### src/hw/rtl/screen_token_classifier_unit_assert.svh
// ----------------------------------------------------------------------------
// Assertion macros for the screen token classifier
// Clocked on clk, quiet while rst_n is low. Define NO_ASSERTIONS to drop them.
// ----------------------------------------------------------------------------
`ifndef SCREEN_TOKEN_CLASSIFIER_UNIT_ASSERT_SVH
`define SCREEN_TOKEN_CLASSIFIER_UNIT_ASSERT_SVH

`ifndef NO_ASSERTIONS

`define STCU_ASSERT(lbl, prop, msg) \
    lbl: assert property (@(posedge clk) disable iff (!rst_n) prop) else $error(msg);

`define STCU_ASSERT_NEXT(lbl, cond, res, msg) \
    lbl: assert property (@(posedge clk) disable iff (!rst_n) (cond) |=> (res)) \
        else $error(msg);

`else

`define STCU_ASSERT(lbl, prop, msg)

`define STCU_ASSERT_NEXT(lbl, cond, res, msg)

`endif

`endif

### src/hw/rtl/stc_pkg.sv
// ----------------------------------------------------------------------------
// Screen token classifier package
// Constants, pattern tables and character class functions.
// ----------------------------------------------------------------------------
package stc_pkg;

    localparam int MAX_TOKENS  = 16;
    localparam int SCREEN_ROWS = 256;
    localparam int SCREEN_COLS = 256;
    localparam int WORD_BUFFER = 256;

    localparam int NUM_PATTERNS = 11;
    localparam int PAT_CHARS    = 8;
    localparam int UUID_BIT     = 6;

    localparam logic [7:0] MIN_WORD    = 8'd4;

    localparam logic [NUM_PATTERNS-1:0] ALL_ALIVE = '1;

    typedef enum logic [1:0] {
        TYPE_URL  = 2'd0,
        TYPE_IP   = 2'd1,
        TYPE_UUID = 2'd2,
        TYPE_PATH = 2'd3
    } token_type_t;

    typedef logic [7:0] pat_row_t [PAT_CHARS];

    localparam pat_row_t PAT_TEXT [NUM_PATTERNS] = '{
        '{"h", "t", "t", "p", ":", "/", "/", 8'h00},
        '{"h", "t", "t", "p", "s", ":", "/", "/"},
        '{"1", "9", "2", ".", "1", "6", "8", "."},
        '{"1", "0", ".", 8'h00, 8'h00, 8'h00, 8'h00, 8'h00},
        '{"1", "7", "2", ".", 8'h00, 8'h00, 8'h00, 8'h00},
        '{"1", "2", "7", ".", "0", ".", 8'h00, 8'h00},
        '{8'h00, 8'h00, 8'h00, 8'h00, 8'h00, 8'h00, 8'h00, 8'h00},
        '{"/", "h", "o", "m", "e", 8'h00, 8'h00, 8'h00},
        '{"/", "v", "a", "r", 8'h00, 8'h00, 8'h00, 8'h00},
        '{"/", "e", "t", "c", 8'h00, 8'h00, 8'h00, 8'h00},
        '{"/", "t", "m", "p", 8'h00, 8'h00, 8'h00, 8'h00}
    };

    localparam logic [7:0] PAT_LEN [NUM_PATTERNS] = '{
        8'd7, 8'd8, 8'd8, 8'd3, 8'd4, 8'd6, 8'd36, 8'd5, 8'd4, 8'd4, 8'd4
    };

    typedef struct packed {
        logic [7:0] ch;
        logic [7:0] row;
        logic [7:0] col;
        logic       end_of_row;
        logic       start_of_screen;
    } cell_t;

    function automatic logic is_hex(input logic [7:0] c);
        return (c >= "0" && c <= "9") || (c >= "a" && c <= "f") ||
               (c >= "A" && c <= "F");
    endfunction

    function automatic logic is_word_char(input logic [7:0] c);
        return (c >= "0" && c <= "9") || (c >= "a" && c <= "z") ||
               (c >= "A" && c <= "Z") || c == "." || c == "/" || c == "-" ||
               c == "_" || c == ":" || c == "?" || c == "=" || c == "&" ||
               c == "%" || c == "~";
    endfunction

endpackage

### src/hw/rtl/stc_cell_if.sv
// ----------------------------------------------------------------------------
// Screen cell channel
// Valid/ready channel carrying one screen cell per transfer.
// ----------------------------------------------------------------------------
interface stc_cell_if;
    logic       valid;
    logic       ready;
    logic [7:0] ch;
    logic [7:0] row;
    logic [7:0] col;
    logic       end_of_row;
    logic       start_of_screen;

    modport source (output valid, ch, row, col, end_of_row, start_of_screen,
                    input ready);
    modport sink   (input valid, ch, row, col, end_of_row, start_of_screen,
                    output ready);
endinterface

### src/hw/rtl/stc_token_if.sv
// ----------------------------------------------------------------------------
// Token channel
// Valid/ready channel carrying one detected token per transfer.
// ----------------------------------------------------------------------------
interface stc_token_if;
    logic       valid;
    logic       ready;
    logic [4:0] token_num;
    logic [1:0] token_type;
    logic [7:0] token_row;
    logic [7:0] token_col;
    logic [7:0] token_length;

    modport source (output valid, token_num, token_type, token_row, token_col,
                    token_length, input ready);
    modport sink   (input valid, token_num, token_type, token_row, token_col,
                    token_length, output ready);
endinterface

### src/hw/rtl/stc_match.sv
// ----------------------------------------------------------------------------
// Pattern matcher
// Checks one word character against each pattern whose length reaches past its
// position in the word and clears the alive bit of each pattern that no longer fits.
// ----------------------------------------------------------------------------
module stc_match (
    input  logic [7:0]                       ch,
    input  logic [7:0]                       pos,
    input  logic [stc_pkg::NUM_PATTERNS-1:0] alive,
    output logic [stc_pkg::NUM_PATTERNS-1:0] alive_out
);

    logic uuid_dash;

    assign uuid_dash = (pos == 8'd8) || (pos == 8'd13) || (pos == 8'd18) ||
                       (pos == 8'd23);

    always_comb
    begin
        alive_out = alive;
        for (int p = 0; p < stc_pkg::NUM_PATTERNS; p++)
        begin
            if (pos < stc_pkg::PAT_LEN[p])
            begin
                if (p == stc_pkg::UUID_BIT)
                begin
                    if (uuid_dash ? (ch != "-") : !stc_pkg::is_hex(ch))
                        alive_out[p] = 1'b0;
                end
                else if (stc_pkg::PAT_TEXT[p][pos[2:0]] != ch)
                begin
                    alive_out[p] = 1'b0;
                end
            end
        end
    end

endmodule

### src/hw/rtl/screen_token_classifier_unit.sv
// ----------------------------------------------------------------------------
// Screen token classifier
// A cell transfer fills the input register; its token is then registered on the output.
// Throughput: one cell per cycle; the word update and classification of a
// cell sit in one stage between the input register and the token register.
// A token held on the output stalls the next cell until it is taken.
// Reset: asynchronous, active low; clears word state, token count and valids.
// ----------------------------------------------------------------------------
`include "screen_token_classifier_unit_assert.svh"

module screen_token_classifier_unit #(
    parameter int MAX_TOKENS  = stc_pkg::MAX_TOKENS,
    parameter int SCREEN_ROWS = stc_pkg::SCREEN_ROWS,
    parameter int SCREEN_COLS = stc_pkg::SCREEN_COLS,
    parameter int WORD_BUFFER = stc_pkg::WORD_BUFFER
) (
    input  logic              clk,
    input  logic              rst_n,
    stc_cell_if.sink          cells,
    stc_token_if.source       tokens
);

    localparam int NP = stc_pkg::NUM_PATTERNS;

    localparam logic [7:0] WORD_CAP    = 8'((WORD_BUFFER - 1 > 255) ? 255 : WORD_BUFFER - 1);
    localparam logic [4:0] TOKEN_LIMIT = 5'((MAX_TOKENS < 31) ? MAX_TOKENS : 31);
    localparam logic [8:0] ROW_LIMIT   = 9'(SCREEN_ROWS);
    localparam logic [8:0] COL_LIMIT   = 9'(SCREEN_COLS);

    logic                  in_valid_reg;
    stc_pkg::cell_t        cell_reg;
    logic                  fire;

    logic [7:0]            word_len_reg,   word_len_next;
    logic [7:0]            start_col_reg,  start_col_next;
    logic [NP-1:0]         alive_reg,      alive_next;
    logic [4:0]            count_reg,      count_next;

    logic                  out_valid_reg;
    logic [4:0]            id_reg;
    stc_pkg::token_type_t  type_reg;
    logic [7:0]            trow_reg;
    logic [7:0]            tcol_reg;
    logic [7:0]            tlen_reg;

    logic [4:0]            cnt0;
    logic [7:0]            len0;
    logic [NP-1:0]         alive0;
    logic [NP-1:0]         alive1;
    logic [NP-1:0]         alive_upd;
    logic [NP-1:0]         alive2;
    logic [7:0]            len1;
    logic                  is_word;
    logic                  finish;
    logic [NP-1:0]         hit;
    logic                  emit;
    stc_pkg::token_type_t  type_sel;

    assign fire        = in_valid_reg && (!out_valid_reg || tokens.ready);
    assign cells.ready = !in_valid_reg || fire;

    stc_match u_match (
        .ch        (cell_reg.ch),
        .pos       (len0),
        .alive     (alive1),
        .alive_out (alive_upd)
    );

    always_comb
    begin
        cnt0   = cell_reg.start_of_screen ? 5'd0 : count_reg;
        len0   = cell_reg.start_of_screen ? 8'd0 : word_len_reg;
        alive0 = cell_reg.start_of_screen ? stc_pkg::ALL_ALIVE : alive_reg;

        is_word = ({1'b0, cell_reg.row} < ROW_LIMIT) &&
                  ({1'b0, cell_reg.col} < COL_LIMIT) &&
                  stc_pkg::is_word_char(cell_reg.ch);

        alive1         = (len0 == 8'd0) ? stc_pkg::ALL_ALIVE : alive0;
        start_col_next = start_col_reg;
        alive2         = alive0;
        len1           = len0;
        if (is_word)
        begin
            if (len0 == 8'd0)
                start_col_next = cell_reg.col;
            if (len0 < WORD_CAP)
            begin
                alive2 = alive_upd;
                len1   = len0 + 8'd1;
            end
            else
            begin
                alive2 = alive1;
            end
        end

        finish = (cell_reg.end_of_row || !is_word) && (len1 != 8'd0);

        for (int p = 0; p < NP; p++)
            hit[p] = alive2[p] && (len1 >= stc_pkg::PAT_LEN[p]);

        type_sel = stc_pkg::TYPE_PATH;
        priority if (hit[0] || hit[1])
            type_sel = stc_pkg::TYPE_URL;
        else if (hit[2] || hit[3] || hit[4] || hit[5])
            type_sel = stc_pkg::TYPE_IP;
        else if (hit[stc_pkg::UUID_BIT])
            type_sel = stc_pkg::TYPE_UUID;
        else
            type_sel = stc_pkg::TYPE_PATH;

        emit = finish && (len1 >= stc_pkg::MIN_WORD) &&
               (cnt0 < TOKEN_LIMIT) && (hit != '0);

        if (finish)
        begin
            word_len_next = 8'd0;
            alive_next    = stc_pkg::ALL_ALIVE;
        end
        else
        begin
            word_len_next = len1;
            alive_next    = alive2;
        end
        count_next = emit ? cnt0 + 5'd1 : cnt0;
    end

    always_ff @(posedge clk or negedge rst_n)
    begin
        if (!rst_n)
        begin
            in_valid_reg  <= 1'b0;
            out_valid_reg <= 1'b0;
            word_len_reg  <= 8'd0;
            start_col_reg <= 8'd0;
            alive_reg     <= stc_pkg::ALL_ALIVE;
            count_reg     <= 5'd0;
        end
        else
        begin
            if (cells.ready)
                in_valid_reg <= cells.valid;
            if (fire)
            begin
                word_len_reg  <= word_len_next;
                start_col_reg <= start_col_next;
                alive_reg     <= alive_next;
                count_reg     <= count_next;
            end
            if (fire && emit)
                out_valid_reg <= 1'b1;
            else if (tokens.ready)
                out_valid_reg <= 1'b0;
        end
    end

    always_ff @(posedge clk)
    begin
        if (cells.ready && cells.valid)
        begin
            cell_reg.ch              <= cells.ch;
            cell_reg.row             <= cells.row;
            cell_reg.col             <= cells.col;
            cell_reg.end_of_row      <= cells.end_of_row;
            cell_reg.start_of_screen <= cells.start_of_screen;
        end
        if (fire && emit)
        begin
            id_reg   <= cnt0 + 5'd1;
            type_reg <= type_sel;
            trow_reg <= cell_reg.row;
            tcol_reg <= start_col_next;
            tlen_reg <= len1;
        end
    end

    assign tokens.valid        = out_valid_reg;
    assign tokens.token_num    = id_reg;
    assign tokens.token_type   = type_reg;
    assign tokens.token_row    = trow_reg;
    assign tokens.token_col    = tcol_reg;
    assign tokens.token_length = tlen_reg;

    // word state and token budget
    `STCU_ASSERT(a_idle_word_alive, (word_len_reg != 8'd0) || (alive_reg == stc_pkg::ALL_ALIVE), "alive bits dirty with no open word")
    `STCU_ASSERT(a_count_limit, count_reg <= TOKEN_LIMIT, "token count beyond limit")
    `STCU_ASSERT(a_token_shape, !tokens.valid || ((tokens.token_length >= stc_pkg::MIN_WORD) && (tokens.token_num != 5'd0)), "malformed token on output")
    `STCU_ASSERT_NEXT(a_emit_shown, fire && emit, tokens.valid, "emitted token not presented")

endmodule
### src/flat_wrapper.sv
// flat-port wrapper written by rule: the top's interface ports become plain ports
module screen_token_classifier_unit_flat 
#(
    parameter int MAX_TOKENS  = stc_pkg::MAX_TOKENS,
    parameter int SCREEN_ROWS = stc_pkg::SCREEN_ROWS,
    parameter int SCREEN_COLS = stc_pkg::SCREEN_COLS,
    parameter int WORD_BUFFER = stc_pkg::WORD_BUFFER
)
  (clk, rst_n, cells_valid, cells_ch, cells_row, cells_col, cells_end_of_row, cells_start_of_screen, cells_ready, tokens_valid, tokens_token_num, tokens_token_type, tokens_token_row, tokens_token_col, tokens_token_length, tokens_ready);
  stc_cell_if cells_i ();
  stc_token_if tokens_i ();
  input  logic clk;
  input  logic rst_n;
  input wire logic [$bits(cells_i.valid)-1:0] cells_valid;
  input wire logic [$bits(cells_i.ch)-1:0] cells_ch;
  input wire logic [$bits(cells_i.row)-1:0] cells_row;
  input wire logic [$bits(cells_i.col)-1:0] cells_col;
  input wire logic [$bits(cells_i.end_of_row)-1:0] cells_end_of_row;
  input wire logic [$bits(cells_i.start_of_screen)-1:0] cells_start_of_screen;
  output wire logic [$bits(cells_i.ready)-1:0] cells_ready;
  output wire logic [$bits(tokens_i.valid)-1:0] tokens_valid;
  output wire logic [$bits(tokens_i.token_num)-1:0] tokens_token_num;
  output wire logic [$bits(tokens_i.token_type)-1:0] tokens_token_type;
  output wire logic [$bits(tokens_i.token_row)-1:0] tokens_token_row;
  output wire logic [$bits(tokens_i.token_col)-1:0] tokens_token_col;
  output wire logic [$bits(tokens_i.token_length)-1:0] tokens_token_length;
  input wire logic [$bits(tokens_i.ready)-1:0] tokens_ready;
  assign cells_i.valid = cells_valid;
  assign cells_i.ch = cells_ch;
  assign cells_i.row = cells_row;
  assign cells_i.col = cells_col;
  assign cells_i.end_of_row = cells_end_of_row;
  assign cells_i.start_of_screen = cells_start_of_screen;
  assign cells_ready = cells_i.ready;
  assign tokens_valid = tokens_i.valid;
  assign tokens_token_num = tokens_i.token_num;
  assign tokens_token_type = tokens_i.token_type;
  assign tokens_token_row = tokens_i.token_row;
  assign tokens_token_col = tokens_i.token_col;
  assign tokens_token_length = tokens_i.token_length;
  assign tokens_i.ready = tokens_ready;
  screen_token_classifier_unit #(.MAX_TOKENS(MAX_TOKENS), .SCREEN_ROWS(SCREEN_ROWS), .SCREEN_COLS(SCREEN_COLS), .WORD_BUFFER(WORD_BUFFER)) u_core (.clk(clk), .rst_n(rst_n), .cells(cells_i), .tokens(tokens_i));
endmodule
### config.mk
export PLATFORM = sky130hd
export DESIGN_NAME = screen_token_classifier_unit_flat
export DESIGN_NICKNAME = d
export VERILOG_FILES = /design/src/hw/rtl/stc_pkg.sv /design/src/hw/rtl/stc_cell_if.sv /design/src/hw/rtl/stc_token_if.sv /design/src/hw/rtl/stc_match.sv /design/src/hw/rtl/screen_token_classifier_unit.sv /design/src/flat_wrapper.sv
export VERILOG_INCLUDE_DIRS = /design/src /design/src/hw/rtl
export SDC_FILE = /design/constraint.sdc
export NUM_CORES = 1
export LEC_CHECK = 0
export ABC_CLOCK_PERIOD_IN_PS = 9260
export BUFFER_PORTS_ARGS = -buffer_cell sky130_fd_sc_hd__buf_2
export CORE_MARGIN = 3
export CORE_UTILIZATION = 35
export DETAILED_ROUTE_END_ITERATION = 16
export SYNTH_ARGS = -nofsm -noshare
export SYNTH_HDL_FRONTEND = slang
export SYNTH_SLANG_ARGS = --single-unit
### constraint.sdc
create_clock -name clk -period 9.26 [get_ports clk]
set_clock_uncertainty 0.15 [all_clocks]
set_input_delay 0.463 -clock clk [delete_from_list [all_inputs] [get_ports clk]]
set_output_delay 0.463 -clock clk [all_outputs]
set_load 0.01 [all_outputs]
==> impl_metrics.py <==
metrics = {
    "cts": {
        "cts.sinks": 91,
        "cts_buffers": 9,
        "tritoncts": "yes",
        "postCtsSetupRepairBufs": 0,
        "cts_root_buffer": "clkbuf_16",
        "h-tree-depth": 3,
        "cts_resized": 0,
        "path_clk_slew_ns": 0.07,
        "cts_buffer_depth": 2,
        "holdBufCountCts": 0,
        "insertion_delay_ns": 0.35,
    },
    "synthesis": {
        "synth_xor_xnor_area_share_pct": 4.81,
        "yosys-top-cells-area": "edfxtp_1 (30%), dfrtp_1 (10%), dfstp_2 (5.1%)",
        "syn-cell-area_mm2": 0.00565,
        "synth_top_area_share_pct": 30.3,
        "syn-num-nets": 614,
        "synth_top_family_by_area": "simple AND/OR/NAND/NOR gates",
        "synth_flop_cell": "edfxtp_1",
        "synthSimpleGateAreaFrac_pct": 19.5,
        "synth_compound_area_share_pct": 18.3,
        "synth-edff-count": 57,
        "syn_area_per_cell_um2": 9.85,
        "yosys_warnings": 0,
        "muxShareOfSynthArea_pct": 4.45,
        "synth_common_cells": "nand2_1 (66), edfxtp_1 (57), nor2_1 (40)",
        "synth_most_common_cell": "nand2_1",
        "synthDistinctLibCells": 84,
        "synth_top_cell_by_area": "edfxtp_1",
        "seq_area_frac_synth_pct": 45.6,
        "synth_fa_ha_area_share_pct": 2.44,
        "synth-seq-cells": 91,
        "synthArstFlopShare_pct": 37.4,
        "syn_inst": 573,
    },
    "setup_path": {
        "critical_path_class": "flop to flop",
        "worstPathCellList": "buf_4 > nand2b_1 > inv_1 > ha_1 > nand4_1 > nor3_1 > nor4_1 > a21oi_1 > a311oi_4 > a21oi_1 > a211oi_2 > a21oi_2 > nand2_2 > inv_2",
        "critPathMaxFanout": 34,
        "start_kind": "flop",
        "crit_required_ns": 9.09,
        "cp_common_cell": "a21oi_1",
        "critical_path_buf_inv_count": 3,
        "crit_family": "simple AND/OR/NAND/NOR gates",
        "endpoint_kind": "flop",
        "slowest_stage": "nor3_1",
        "worstPathArrival_ns": 5.47,
        "critPathMaxStageDelay_ns": 0.94,
    },
    "floorplan": {
        "start_util_pct": 36.5,
        "num_rows": 45,
        "io_pins": 63,
        "fp.dieW_um": 133,
        "dieArea_mm2": 0.0177,
        "die_y_um": 133,
        "core-area_mm2": 0.0155,
    },
    "timing": {
        "rsz0062_at_grt": "false",
        "finalCriticalPeriod_ns": 5.64,
        "worstMarginPinSlew_ns": 1.15,
        "setup_viol": 0,
        "final-max-slew-violation-count": 0,
        "tns_ns": 0,
        "holdWs_ns": 0.0534,
        "finalCritPeriodShare_pct": 60.9,
        "max_clock_freq_mhz": 177,
        "slew_headroom_pct": 23.6,
        "hold_viol": 0,
    },
    "placed_design": {
        "port_buffers": 62,
        "routabilityCongestion": 0.914,
        "dpl.hpwl_um": 11300,
        "place_inst": 805,
    },
    "route": {
        "drc_errors": 0,
        "viasPerCell": 5.66,
        "drt-initial-drc-count": 503,
        "wl_per_cell_um": 19.4,
        "wl_um": 15900,
        "drt.antenna.violating_nets": 0,
        "vias": 4648,
        "drt_first_pass_iters": 5,
    },
    "global_route": {
        "grt_max_degree": 35,
        "grt_antenna_before_repair": 0,
        "grt_pass1_vias": 4398,
        "grt_pass1_wl_um": 25400,
        "overflow": 0,
        "grtUsageTotal_pct": 18.1,
    },
    "hold_path": {
        "hp-class": "input port to async pin",
    },
    "finish": {
        "stdcell_count": 821,
        "drive_gt1_share_pct": 20.5,
        "largest_register_ffs": 26,
        "nets": 646,
        "diodes": 0,
        "area_growth_syn_to_layout_pct": 12.2,
    },
    "power": {
        "peakVddDrop_uv": 99.4,
        "p_leak_nw": 2.44,
        "power_density_mw_per_mm2": 156,
    },
    "flow_run": {
        "maxCapViolCount": 0,
    },
    "status": {
        "status": "finished clean",
    },
}
==> where the power goes <==
part,internal [W],switching (W)
Sequential,0.000468,0.0000258
Clock,0.000188,0.000162
Combinational,0.0000578,0.0000875
Total,0.000714,0.000275
==> cell type report <==
cell class                 instances  area (µm²)
inverter                          21        78.8
clock inverter                     6        55.1
timing repair buffer              65         333
clock buffer                      10         229
sequential                        91        2580
tap                              211         264
fill                            1526        9150
multi-input combinational        417        2800
==> cells in the final DEF, fill, tap and decap left out, types with 17 or more instances in the layout <==
cell type   n
nand2_1    66
buf_2      62
edfxtp_1   57
nor2_1     40
nand3_1    26
a21oi_1    25
dfrtp_1    23
xnor2_1    20
o21ai_0    19
inv_1      17
==> final timing paths <==
kind	cells after the start	to	slack, ns	from
min in group clk	1	u_core.cell_reg[4]$_DFFE_PP_	0.13	cells_col[2]
min	1	u_core.word_len_reg[4]$_DFFE_PN0P_	0.05	rst_n
max reg2reg	14	u_core.tokens.token_col[7]$_DFFE_PP_	3.62	u_core.cell_reg[0]$_DFFE_PP_
min reg2reg	0	u_core.tokens.token_row[0]$_DFFE_PP_	0.27	u_core.cell_reg[10]$_DFFE_PP_
max in group asynchronous	1	u_core.start_col_reg[4]$_DFFE_PN0P_	8.38	rst_n
max	14	u_core.tokens.token_col[7]$_DFFE_PP_	3.62	u_core.cell_reg[0]$_DFFE_PP_
==> routing by layer <==
layer	routed length (µm)	share of wire, %	vias up	track usage (%)
met3	967	6.1	23	3.95
met4	341	2.1	0	5.89
met1	7370	46	2273	25.8
met2	7250	46	170	27.5
li1	-	-	2182	-
met5	0	0	-	0
==> cells by family after synthesis <==
group,after synthesis
XOR/XNOR,31
AND/OR/NAND/NOR,212
AO/OA/AOI/OAI,140
adder cells (fa/ha/maj),11
multiplexers,23
flip-flops,91
buffers and inverters,65
==> per-stage QoR <==
step | util, % | cell area, µm² | setup slack, ns | power (W)
after global routing | 40.9 | 6330 | 3.28 | 0.00104
after floorplan | - | 5650 | 4.65 | 0.000601
after detailed placement | 39.1 | 6050 | 3.72 | 0.000645
after global placement | 39.1 | 6050 | 3.89 | 0.000640
final | 40.9 | 6330 | 3.62 | 0.000989
after CTS | 40.9 | 6330 | 3.69 | 0.000999
Note: power is estimated with default switching activity, not from simulation.
